===== src/sv/bpc_pkg.sv =====
// Shared types and constants for the barometric compensation unit.
// No dependencies; every other file of the block imports this package.
`default_nettype none

package bpc_pkg;

    localparam int RAW_W    = 24;
    localparam int CAL_W    = 16;
    localparam int TEMP_W   = 19;
    localparam int PRESS_W  = 22;
    localparam int APB_AW   = 5;
    localparam int APB_DW   = 32;
    localparam int NSTAGE   = 6;
    localparam int ACC_W    = 40;

    localparam logic [19:0]        TEMP_REF  = 20'd2000;
    localparam logic [PRESS_W-1:0] PRESS_MAX = 22'h3F_FFFF;

    typedef enum logic [2:0] {
        REG_SENS      = 3'd0,
        REG_OFF       = 3'd1,
        REG_SENS_TC   = 3'd2,
        REG_OFF_TC    = 3'd3,
        REG_TEMP_REF  = 3'd4,
        REG_TEMP_SENS = 3'd5
    } t_reg_idx;

    typedef struct packed {
        logic [CAL_W-1:0] sens;
        logic [CAL_W-1:0] off;
        logic [CAL_W-1:0] sens_tc;
        logic [CAL_W-1:0] off_tc;
        logic [CAL_W-1:0] temp_ref;
        logic [CAL_W-1:0] temp_sens;
    } t_cal;

    // Load enables, one per pipeline stage; bit 0 is the input stage.
    typedef struct packed {
        logic [NSTAGE-1:0] en;
    } t_pipe_ctl;

endpackage

`default_nettype wire


===== src/sv/bpc_apb_regs.sv =====
// APB register file holding the six calibration words.
// Depends on bpc_pkg for the register indexes and the t_cal struct.
`default_nettype none

module bpc_apb_regs import bpc_pkg::*; (
    input  wire logic              i_clk,
    input  wire logic              i_rst_n,
    input  wire logic              psel,
    input  wire logic              penable,
    input  wire logic              pwrite,
    input  wire logic [APB_AW-1:0] paddr,
    input  wire logic [APB_DW-1:0] pwdata,
    output logic      [APB_DW-1:0] prdata,
    output t_cal                   o_cal
);

    t_cal     r_cal;
    t_cal     n_cal;
    t_reg_idx w_idx;
    logic     w_wr;

    assign w_idx = t_reg_idx'(paddr[APB_AW-1:2]);
    assign w_wr  = psel && penable && pwrite;

    always_comb begin
        n_cal = r_cal;
        if (w_wr) begin
            unique case (w_idx)
                REG_SENS:      n_cal.sens      = pwdata[CAL_W-1:0];
                REG_OFF:       n_cal.off       = pwdata[CAL_W-1:0];
                REG_SENS_TC:   n_cal.sens_tc   = pwdata[CAL_W-1:0];
                REG_OFF_TC:    n_cal.off_tc    = pwdata[CAL_W-1:0];
                REG_TEMP_REF:  n_cal.temp_ref  = pwdata[CAL_W-1:0];
                REG_TEMP_SENS: n_cal.temp_sens = pwdata[CAL_W-1:0];
                default:       n_cal = r_cal;
            endcase
        end
    end

    always_comb begin
        unique case (w_idx)
            REG_SENS:      prdata = APB_DW'(r_cal.sens);
            REG_OFF:       prdata = APB_DW'(r_cal.off);
            REG_SENS_TC:   prdata = APB_DW'(r_cal.sens_tc);
            REG_OFF_TC:    prdata = APB_DW'(r_cal.off_tc);
            REG_TEMP_REF:  prdata = APB_DW'(r_cal.temp_ref);
            REG_TEMP_SENS: prdata = APB_DW'(r_cal.temp_sens);
            default:       prdata = '0;
        endcase
    end

    always_ff @(posedge i_clk) begin
        if (!i_rst_n) begin
            r_cal <= '0;
        end else begin
            r_cal <= n_cal;
        end
    end

    assign o_cal = r_cal;

endmodule

`default_nettype wire


===== config.mk =====
export PLATFORM = sky130hd
export DESIGN_NAME = bpc_apb_regs
export DESIGN_NICKNAME = d
export VERILOG_FILES = /design/src/sv/bpc_pkg.sv /design/src/sv/bpc_apb_regs.sv
export SDC_FILE = /design/constraint.sdc
export NUM_CORES = 1
export LEC_CHECK = 0
export ABC_CLOCK_PERIOD_IN_PS = 2900
export BUFFER_PORTS_ARGS = -buffer_cell sky130_fd_sc_hd__clkbuf_2
export CAP_MARGIN = 5
export CORE_MARGIN = 4
export CORE_UTILIZATION = 49
export CTS_CLUSTER_DIAMETER = 120
export CTS_CLUSTER_SIZE = 30
export DETAILED_ROUTE_END_ITERATION = 16
export PLACE_DENSITY = 0.79
export SLEW_MARGIN = 20
export SYNTH_ARGS = -nofsm -noshare
export SYNTH_HDL_FRONTEND = slang
export SYNTH_SLANG_ARGS = --single-unit

===== constraint.sdc =====
create_clock -name i_clk -period 2.9 [get_ports i_clk]
set_input_delay 0.725 -clock i_clk [delete_from_list [all_inputs] [get_ports i_clk]]
set_output_delay 0.725 -clock i_clk [all_outputs]
set_load 0.01 [all_outputs]

-- Word-level counts from Yosys, hierarchy flattened
Cells that the tools add are included.
- bits in registers: 96
- bits of input ports: 42
- output and inout port bits: 128
- eq/ne operators: 5
- multiplexer cells: 1
- reductions and logical operators: 9
- operator list (cell ; number):
    16-bit one-hot mux with 6 select lines ; 1
    2-bit AND reduction ; 6
    3-bit by 2-bit equality test with 1-bit output (second input constant) ; 2
    3-bit equality test (second input constant) ; 2
    3-bit by 1-bit equality test with 1-bit output (second input constant) ; 1
    3-bit logical NOT ; 1
    1-bit logical AND ; 2

-- Logic depth before layout (Yosys ltp)
- depth in word-level cells: 3
- mapped depth: 6
- depth with buffers taken out: 3

-- Least setup slack after synthesis
No wires, ideal clock.
- path kind: input to output
- start point: input paddr[2]
- end point: output prdata[3]
- data arrival time: 1.822 ns
- data required time: 2.175 ns
- path slack: 0.353 ns
- stages: 6
- path through: buf_6 -> buf_4 -> buf_2 -> mux2_2 -> a32oi_1 -> o21ai_0
- cells in the longest elaborated chain, start to end: 2
- elaborated cells between the ends (all ways): 7
- classes of those cells: 5 x eq/ne; 1 x mux; 1 x reduce/logical
- ends and longest elaborated chain (item ; line ; source):
    start, declared ; bpc_apb_regs.sv:11 ; input wire logic [APB_AW-1:0] paddr,
    3-bit equality test (tied with other cells) ; bpc_apb_regs.sv:41 ; unique case (w_idx)
    16-bit one-hot mux with 6 select lines * ; bpc_apb_regs.sv:41 ;
    end, declared ; bpc_apb_regs.sv:13 ; output logic [APB_DW-1:0] prdata,
Mark *: on every way between the ends. The rest lies on a longest branch, timed or not.

-- Worst setup path after layout
- start point: input paddr[4]
- end point: output prdata[12]
The elaborated chain is that of the path after synthesis.

==> flow_summary.yaml <==
clock_tree:
  cts_root_buffer: "clkbuf_8"
  cts-buffers-inserted: 9
  cts_hold_buf: 0
  tritoncts: "yes"
  cts.sinks: 96
  path_clk_slew_ps: 100
  clk_latency_ps: 360
  clockBufferDepth: 2
  htreeDepth: 3
global_routing:
  grt_max_degree: 46
  grt_pass1_vias: 3919
  grt_pass1_wl_um: 20400
  grt-ovfl-total: 0
  grt_util_all_layers: 0.232
  antenna_found_initial: 0
synth:
  synth.largest_area_cell: "dfxtp_1"
  ys_warn_count: 0
  synth_mux_area_frac: 0.302
  synth_top_family_by_area: "multiplexers"
  async_reset_ff_frac: 0
  netlist_instances: 449
  netlist_top_cells_area: "dfxtp_1 43%, mux2i_1 23%, nand2_1 9.7%"
  yosysSeqAreaShare: 0.427
  yosys.area.top_type_share: 0.427
  synthXorXnorAreaFrac: 0
  synth_edf_count: 0
  synth_ff_type: "dfxtp_1"
  synthSimpleGateAreaFrac: 0.136
  synth_cell_types: 28
  synth_compound_area_frac: 0.0626
  synthAdderAreaFrac: 0
  synth_area_per_cell_um2: 10.0
  synth_area_um2: 4500
  synth-seq-cells: 96
finish:
  final_cell_mix: "134 x clkbuf_2, 116 x nand2_1, 103 x mux2i_1, 96 x dfxtp_1, 29 x mux2_2"
  area_growth_pct: 24.6
  nets: 633
  drive_gt1_frac: 0.366
  largest_register_ffs: 96
  final_common_cell: "clkbuf_2"
  finish.utilization: 0.636
  antenna_cells: 0
  nFillCells: 724
timing:
  tns_ps: 0
  skew_ps: 0
  setup_viol: 0
  finalCriticalPeriod_ps: 2690
  rsz0062_at_grt: "false"
  worst_pin_slew_ps: 616
  hold_violations: 0
  fmax_ghz: 0.372
  maxSlewViolCount: 0
  period_share: 0.927
  slew_headroom: 0.589
min_path:
  hold_depth: 2
  hold_path_class: "reg2reg"
worst_setup_path:
  worst-endpoint-required_ps: 2170
  start_kind: "primary input"
  crit_fanout: 20
  rr_worst_depth: 2
  endpoint_kind: "output pin"
  worstPathArrival_ps: 1960
  crit_type: "in2out"
pwr:
  swShare: 0.240
  power_leakage_nw: 2.34
  p_int_mw: 2.00
  peakVddDrop_uv: 330
  p_seq_frac: 0.506
  power.clock.fraction: 0.413
  power_frac_comb: 0.080
  p_per_area_nw_per_um2: 471
  finalPower_mw: 2.64
  p_switching_uw: 634
die:
  core-area_um2: 8810
  pin_count: 170
  die_x_um: 104
  fp-row-count: 34
  dieArea_um2: 10800
  die_h_um: 104
  initial_core_util: 0.511
drt:
  routed_wl_um: 12700
  drc: 0
  antenna_left: 0
  drtPass1Iterations: 4
  drtIter0Drc: 175
  vias: 3828
  viasPerCell: 5.44
  wl_per_cell_um: 18.0
outcome:
  status: "completed"
placement:
  hpwl_um: 9100
  gp_congestion: 0.786
  numPortBuffers: 135
flow_run:
  cap_viol_max_count: 0
## logic make-up (layout without fill, tap and decap cells)
kind of cell	after synthesis	after routing
other	1	16
muxes	132	132
buffers and inverters	48	180
AOI/OAI and AO/OA	39	39
and+or+nand+nor	133	133
DFF	96	96
## critical path: stages
cell and delay (ps):
clkbuf_2 120, buf_12 170, nand2b_1 430, o211ai_1 330, clkbuf_2 170
## layer usage
metal	routed length, um	GRT usage	vias to the layer above
li1	-	-	1812
met1	5260	0.283	1840
met2	6250	0.391	155
met3	975	0.0560	21
met4	211	0.0978	0
met5	0	0	-
## cells in the mapped netlist, drive strengths merged (2+ instances only)
cell,instances
mux2i,103
buf,33
o21ai,9
clkbuf,14
nor2,4
a221oi,2
nand2,116
a32oi,7
a22oi,14
mux2,29
nor2b,3
a21oi,2
nor3,5
a221o,2
dfxtp,96
o211ai,3
## path summary, 6_finish.rpt
kind / from / to / slack, ps
max: paddr[4] / prdata[12] / 210
min: o_cal[82] / o_cal[82] / 470
max reg2reg: o_cal[94] / o_cal[94] / 2220
min reg2reg: o_cal[82] / o_cal[82] / 470
## layout make-up
type | count | area, um^2 | area share
multi-input cells | 320 | 2310 | 0.413
flip-flops and latches | 96 | 1920 | 0.343
repair buffers | 163 | 976 | 0.174
clock buffers | 10 | 138 | 0.0246
well taps | 108 | 135 | 0.0241
clock inverters | 6 | 115 | 0.0205
inverters | 1 | 3.75 | 0.000670
## through the flow
step / worst slack [ps] / std cells / cell area [um^2] / hold WS, ps
2_1_floorplan: 353 / 464 / 4550 / 488
3_3_place_gp: 73.0 / 688 / 5350 / 454
3_5_place_dp: 72.8 / 688 / 5350 / 463
4_1_cts: 72.9 / 704 / 5600 / 476
5_1_grt: 120 / 704 / 5600 / 488
6_report: 213 / 704 / 5600 / 472
## power by group through the flow
stage	Combinational (mW)	Clock [mW]	Sequential [mW]
after detailed placement	0.209	0	1.37
after floorplan	0.137	0	1.37
after global placement	0.207	0	1.37
after global routing	0.227	1.16	1.34
after CTS	0.210	1.10	1.33
final	0.212	1.09	1.34
## repair_timing
| item | in CTS | in global routing |
|---|---|---|
| buffers inserted | 0 | 0 |
| endpoints found under the setup margin | 0 | 1 |
| resized for setup | 0 | 1 |
Note: power is estimated with default switching activity, not from simulation.
