$ cat src/sv/bpc_pkg.sv
// Shared types and constants for the barometric compensation unit.
// No dependencies; every other file of the block imports this package.
`default_nettype none

package bpc_pkg;

    localparam int RAW_W    = 24;
    localparam int CAL_W    = 16;
    localparam int TEMP_W   = 19;
    localparam int PRESS_W  = 22;
    localparam int APB_AW   = 5;
    localparam int APB_DW   = 32;
    localparam int NSTAGE   = 6;
    localparam int ACC_W    = 40;

    localparam logic [19:0]        TEMP_REF  = 20'd2000;
    localparam logic [PRESS_W-1:0] PRESS_MAX = 22'h3F_FFFF;

    typedef enum logic [2:0] {
        REG_SENS      = 3'd0,
        REG_OFF       = 3'd1,
        REG_SENS_TC   = 3'd2,
        REG_OFF_TC    = 3'd3,
        REG_TEMP_REF  = 3'd4,
        REG_TEMP_SENS = 3'd5
    } t_reg_idx;

    typedef struct packed {
        logic [CAL_W-1:0] sens;
        logic [CAL_W-1:0] off;
        logic [CAL_W-1:0] sens_tc;
        logic [CAL_W-1:0] off_tc;
        logic [CAL_W-1:0] temp_ref;
        logic [CAL_W-1:0] temp_sens;
    } t_cal;

    // Load enables, one per pipeline stage; bit 0 is the input stage.
    typedef struct packed {
        logic [NSTAGE-1:0] en;
    } t_pipe_ctl;

endpackage

`default_nettype wire

$ cat src/sv/bpc_back.sv
// Stages five and six: split pressure product, final sum, floor and saturation.
// Depends on bpc_pkg; load enables come from bpc_pipe_ctrl.
`default_nettype none

module bpc_back import bpc_pkg::*; (
    input  wire logic                    i_clk,
    input  wire t_pipe_ctl               i_ctl,
    input  wire logic [RAW_W-1:0]        i_d1,
    input  wire logic signed [TEMP_W-1:0] i_temp,
    input  wire logic signed [ACC_W-1:0] i_off,
    input  wire logic signed [ACC_W-1:0] i_sens,
    output logic signed [TEMP_W-1:0]     o_temp,
    output logic [PRESS_W-1:0]           o_press
);

    localparam int HALF = ACC_W / 2;

    logic signed [TEMP_W-1:0] r_temp_5;
    logic signed [ACC_W-1:0]  r_off_5;
    logic [RAW_W+HALF-1:0]    r_pp_lo_5, n_pp_lo_5;
    logic signed [RAW_W+HALF:0] r_pp_hi_5, n_pp_hi_5;
    logic signed [65:0]       w_numer;
    logic signed [33:0]       w_press;
    logic [PRESS_W-1:0]       n_press;
    logic signed [TEMP_W-1:0] r_temp_6;
    logic [PRESS_W-1:0]       r_press_6;

    // D1 * SENS is formed from a low unsigned half and a high signed half.
    assign n_pp_lo_5 = (RAW_W+HALF)'(i_d1) * (RAW_W+HALF)'(i_sens[HALF-1:0]);
    assign n_pp_hi_5 = (RAW_W+HALF+1)'(signed'({1'b0, i_d1}))
                     * (RAW_W+HALF+1)'(signed'(i_sens[ACC_W-1:HALF]));

    assign w_numer = (66'(r_pp_hi_5) <<< HALF)
                   + 66'(signed'({1'b0, r_pp_lo_5}))
                   - (66'(r_off_5) <<< 21);
    assign w_press = w_numer[65:32];

    always_comb begin
        if (w_press[33]) begin
            n_press = '0;
        end else if (|w_press[32:PRESS_W]) begin
            n_press = PRESS_MAX;
        end else begin
            n_press = w_press[PRESS_W-1:0];
        end
    end

    always_ff @(posedge i_clk) begin
        if (i_ctl.en[4]) begin
            r_temp_5  <= i_temp;
            r_off_5   <= i_off;
            r_pp_lo_5 <= n_pp_lo_5;
            r_pp_hi_5 <= n_pp_hi_5;
        end
        if (i_ctl.en[5]) begin
            r_temp_6  <= r_temp_5;
            r_press_6 <= n_press;
        end
    end

    assign o_temp  = r_temp_6;
    assign o_press = r_press_6;

endmodule

`default_nettype wire

$ cat config.mk
export PLATFORM = sky130hd
export DESIGN_NAME = bpc_back
export DESIGN_NICKNAME = d
export VERILOG_FILES = /design/src/sv/bpc_pkg.sv /design/src/sv/bpc_back.sv
export SDC_FILE = /design/constraint.sdc
export NUM_CORES = 2
export LEC_CHECK = 0
export ABC_AREA = 1
export BUFFER_PORTS_ARGS = -buffer_cell sky130_fd_sc_hd__buf_2
export CAP_MARGIN = 20
export CORE_MARGIN = 2
export CORE_UTILIZATION = 55
export CTS_BUF_LIST = sky130_fd_sc_hd__clkbuf_8
export CTS_CLUSTER_SIZE = 8
export DETAILED_ROUTE_END_ITERATION = 12
export PLACE_DENSITY = 0.72
export SYNTH_ARGS = -nofsm -noshare
export SYNTH_HDL_FRONTEND = slang
export SYNTH_SLANG_ARGS = --single-unit
$ cat constraint.sdc
create_clock -name i_clk -period 9.2 [get_ports i_clk]
set_input_delay 1.38 -clock i_clk [delete_from_list [all_inputs] [get_ports i_clk]]
set_output_delay 1.38 -clock i_clk [all_outputs]
set_load 0.1 [all_outputs]
Word level (Yosys, flattened, before mapping)
Index checks and enable logic that the tools add are counted.

operators by class
  add/subtract/negate cells = 2
  $mul = 2
  muxes and demuxes = 1
  reductions and logical operators = 1

operators by type and width
  cell              number
  $add 65x45->66    1
  $sub 66x61->66    1
  $mul 25x20->45    1
  $mul 24x20->44    1
  $mux 22           1
  $reduce_or 11->1  1

storage, ports and cells
  register bits = 189
  bits of input ports = 130
  output and inout port bits = 41
  word-level logic and storage cells = 12

Longest topological paths before layout
  depth in word-level cells = 4
  depth in mapped cells = 29

Least setup slack after synthesis
No wires, ideal clock.

  path kind = input to register
  start point = in i_sens[25]
  end point = reg r_pp_hi_5[38], data pin
  arrival = 6.903 ns
  setup slack = 2.038 ns
  cell stages on the path = 26
  buffers on the path = 1
  cells stage by stage = clkbuf_1 -> nand2_1 -> fa_1 -> inv_1 -> fa_1 -> inv_1 -> fa_1 -> inv_1 -> fa_1 -> fa_1 -> fa_1 -> inv_1 -> fa_1 -> inv_1 -> ha_1 -> nand2_1 -> nor2_1 -> inv_1 -> nor2_1 -> inv_1 -> nor4_1 -> a21oi_1 -> o21ai_0 -> nand2_1 -> nand2_1 -> xor2_1

between the ends
  word-level cells in the longest chain between the ends = 1

RTL lines
  item                     RTL line        RTL
  start: declaration       bpc_back.sv:11  input wire logic signed [ACC_W-1:0] i_sens,
  $mul 25x20->45           bpc_back.sv:31  * (RAW_W+HALF+1)'(signed'(i_sens[ACC_W-1:HALF]));
  named net n_pp_hi_5[38]  bpc_back.sv:21  logic signed [RAW_W+HALF:0] r_pp_hi_5, n_pp_hi_5;
  end signal: assignment   bpc_back.sv:53  r_pp_hi_5 <= n_pp_hi_5;
  end: declaration         bpc_back.sv:21

The timed path passes the listed nets, and every way through them passes these cells.
A chain may end at the register's enable or synchronous reset.

Worst setup path after layout
  start point = in i_d1[7]
  end point = reg r_pp_lo_5[26], data pin

between the ends
  word-level cells in the longest chain between the ends = 1

RTL lines
  item                     RTL line        RTL
  start: declaration       bpc_back.sv:8   input wire logic [RAW_W-1:0] i_d1,
  $mul 24x20->44           bpc_back.sv:29  assign n_pp_lo_5 = (RAW_W+HALF)'(i_d1) * (RAW_W+HALF)'(i_sens[HALF-1:0]);
  named net n_pp_lo_5[26]  bpc_back.sv:20  logic [RAW_W+HALF-1:0] r_pp_lo_5, n_pp_lo_5;
  end signal: assignment   bpc_back.sv:52  r_pp_lo_5 <= n_pp_lo_5;
  end: declaration         bpc_back.sv:20

The timed path passes the listed nets, and every way through them passes these cells.

==> impl_metrics.env <==
export IMPL_synth_flop_cell="edfxtp_1"
export IMPL_endpoint_kind="flip-flop"
export IMPL_setup_viol=0
export IMPL_grt_setup_unrepaired="no"
export IMPL_postRouteWirelength_mm=118
export IMPL_drc=0
export IMPL_path_cells="buf_2 -> buf_4 -> nand2_1 -> inv_1 -> fa_1 -> inv_1 -> fa_1 -> fa_1 -> inv_1 -> fa_1 -> fa_1 -> fa_1 -> inv_1 -> fa_1 -> inv_1 -> ha_1 -> nand2_1 -> nor2_1 -> inv_1 -> o21ai_0 -> a21boi_0 -> o21ai_0 -> xor2_1"
export IMPL_ys_types=45
export IMPL_place_congestion=0.963
export IMPL_postCtsSetupBuffers=0
export IMPL_hold_violations=0
export IMPL_port_buffers=166
export IMPL_vias=35839
export IMPL_avgRoutedWirePerCell_um=16.9
export IMPL_grtUsageTotal=0.291
export IMPL_hold_path_depth=0
export IMPL_cts_tree="built"
export IMPL_via_per_inst=5.14
export IMPL_fin_nets=7252
export IMPL_cpPeakStageDelay_ns=0.68
export IMPL_ios=171
export IMPL_cts_hold_buffers_added=0
export IMPL_synth_edf_count=188
export IMPL_hold_class="flip-flop to flip-flop"
export IMPL_synth_seq_cells=188
export IMPL_min_period_ns=7.86
export IMPL_critPathBufInv=8
export IMPL_worstReg2RegStart="r_off_5[10]"
export IMPL_final_cells=6978
export IMPL_critical_path_most_common_cell="fa_1"
export IMPL_worstMarginPinSlew_ns=1.21
export IMPL_cts_sinks=188
export IMPL_synth_top_cell_area_share=0.357
export IMPL_core_area_sq_um=81800
export IMPL_arrival_ns=8.19
export IMPL_fin_hold_ws_ns=0.429
export IMPL_fmax_mhz=127
export IMPL_layout_drive_gt1_share=0.0515
export IMPL_nFillCells=7583
export IMPL_min_to="o_temp[10]"
export IMPL_hold_start="r_temp_5[10]"
export IMPL_insertion_delay_ns=0.53
export IMPL_reg2reg_to="o_press[20]"
export IMPL_dieArea_sq_um=84700
export IMPL_overflow=0
export IMPL_htreeDepth=4
export IMPL_status="finished, final reports clean"
export IMPL_required_ns=9.53
export IMPL_grt_max_degree=78
export IMPL_cts_max_path_buffers=2
export IMPL_post_cts_resized=0
export IMPL_setup_tns_ns=0
export IMPL_crit_path_start_kind="input pin"
export IMPL_r2r_slack_ns=5.17
export IMPL_slowest_stage="buf_2"
export IMPL_firstDrtPassIters=8
export IMPL_synth_most_common_cell="inv_1"
export IMPL_syn_area_sq_um=45300
export IMPL_die_y_um=291
export IMPL_synthTopCellsByArea="fa_1, inv_1, nand2_1"
export IMPL_drv_slew=0
export IMPL_fin_skew_ns=0.0277
export IMPL_initialDrtViolationCount=2419
export IMPL_synth_fp_nets=7211
export IMPL_dp_hpwl_mm=95.7
export IMPL_yosysWarningCount=0
export IMPL_yosys_area_top_type="fa_1"
export IMPL_root_buffer="clkbuf_8"
export IMPL_start_util=0.554
export IMPL_postSynth_asyncResetShare=0
export IMPL_die_x_um=291
export IMPL_post_route_period_util=0.854
export IMPL_antenna_found_initial=4
export IMPL_cap_violations=0
export IMPL_ff2ff_path_depth=16
export IMPL_slew_headroom=0.190
export IMPL_grt_pass1_wl_mm=195
export IMPL_synth_avg_cell_area_sq_um=7.74
export IMPL_cts_buffers_inserted=17
export IMPL_crit_family="adder cells"
export IMPL_ant_nets=0
export IMPL_dp_cells=6944
export IMPL_ys_seq_area_frac=0.125
export IMPL_cp_max_fo=30
export IMPL_std_cell_rows=105
export IMPL_grt_pass1_vias=37744
export IMPL_area_growth_pct=4.76
export IMPL_synth_commonest_cells="inv_1, nand2_1, fa_1, ha_1, nor2_1"
export IMPL_clk_pin_slew_ns=0.09
export IMPL_crit_type="input pin to flip-flop"
export IMPL_postSynthCellCount=5852
export IMPL_fin_util=0.580
==> layout by cell type (no fill, tap or decap), drive strengths merged, types with 12 or more instances in the layout <==
cell / n
ha: 421
inv: 1838
nor3: 26
or2: 13
xor2: 67
clkbuf: 17
o21a: 12
xnor2: 39
edfxtp: 188
fa: 808
o21ai: 74
buf: 204
a21oi: 145
nor2: 251
nand3: 90
a31oi: 36
nand2: 1599
==> layout make-up <==
type                    count  area [sq um]  share of cell area
clock inverters            15           159             0.00335
clock buffers              17           234             0.00493
well taps                1070          1340              0.0282
repair buffers            204          1150              0.0242
multi-input cells        3650         32100               0.676
flip-flops and latches    188          5650               0.119
inverters                1832          6880               0.145
diodes                      2          5.00            0.000105
==> sequential cells by signal (all words and copies together), names as in the netlist <==
signal     flops
r_pp_hi_5     45
r_pp_lo_5     43
o_press       22
o_temp        19
r_off_5       40
r_temp_5      19
==> kinds of logic (layout without fill, tap and decap cells) <==
family	Yosys count	count (layout)	share of synthesized area
other	0	2	0
adder cells (fa/ha/maj)	1229	1229	0.473
buffers and inverters	2014	2068	0.168
XOR/XNOR	106	106	0.0209
AND/OR/NAND/NOR	2005	2005	0.175
flip-flops	188	188	0.125
AO/OA/AOI/OAI	310	310	0.0387
==> stage by stage <==
step	instance area, sq um	setup slack [ns]
floorplan	45300	2.04
global placement	47100	0.946
detailed placement	47100	0.880
CTS	47500	1.46
global route	47500	0.925
finish	47500	1.34
==> how the worst max path moves through the flow <==
stage / startpoint / to / cells after the start
floorplan: i_sens[25] / r_pp_hi_5[38] / 26
global placement: i_d1[9] / r_pp_hi_5[27] / 25
detailed placement: i_d1[9] / r_pp_hi_5[27] / 25
CTS: i_d1[9] / r_pp_hi_5[27] / 25
global route: i_d1[7] / r_pp_lo_5[26] / 23
finish: i_d1[7] / r_pp_lo_5[26] / 23
==> layer usage <==
metal,GRT usage,wire (um),vias up
met5,0,38,-
met4,0.0891,3510,6
met3,0.0431,9200,218
met2,0.489,55800,1389
met1,0.389,49600,17391
li1,-,-,16835
Power is left out: the tool's default activity adds up to more than one toggle a clock period on the data nets, which glitch-free logic cannot reach.
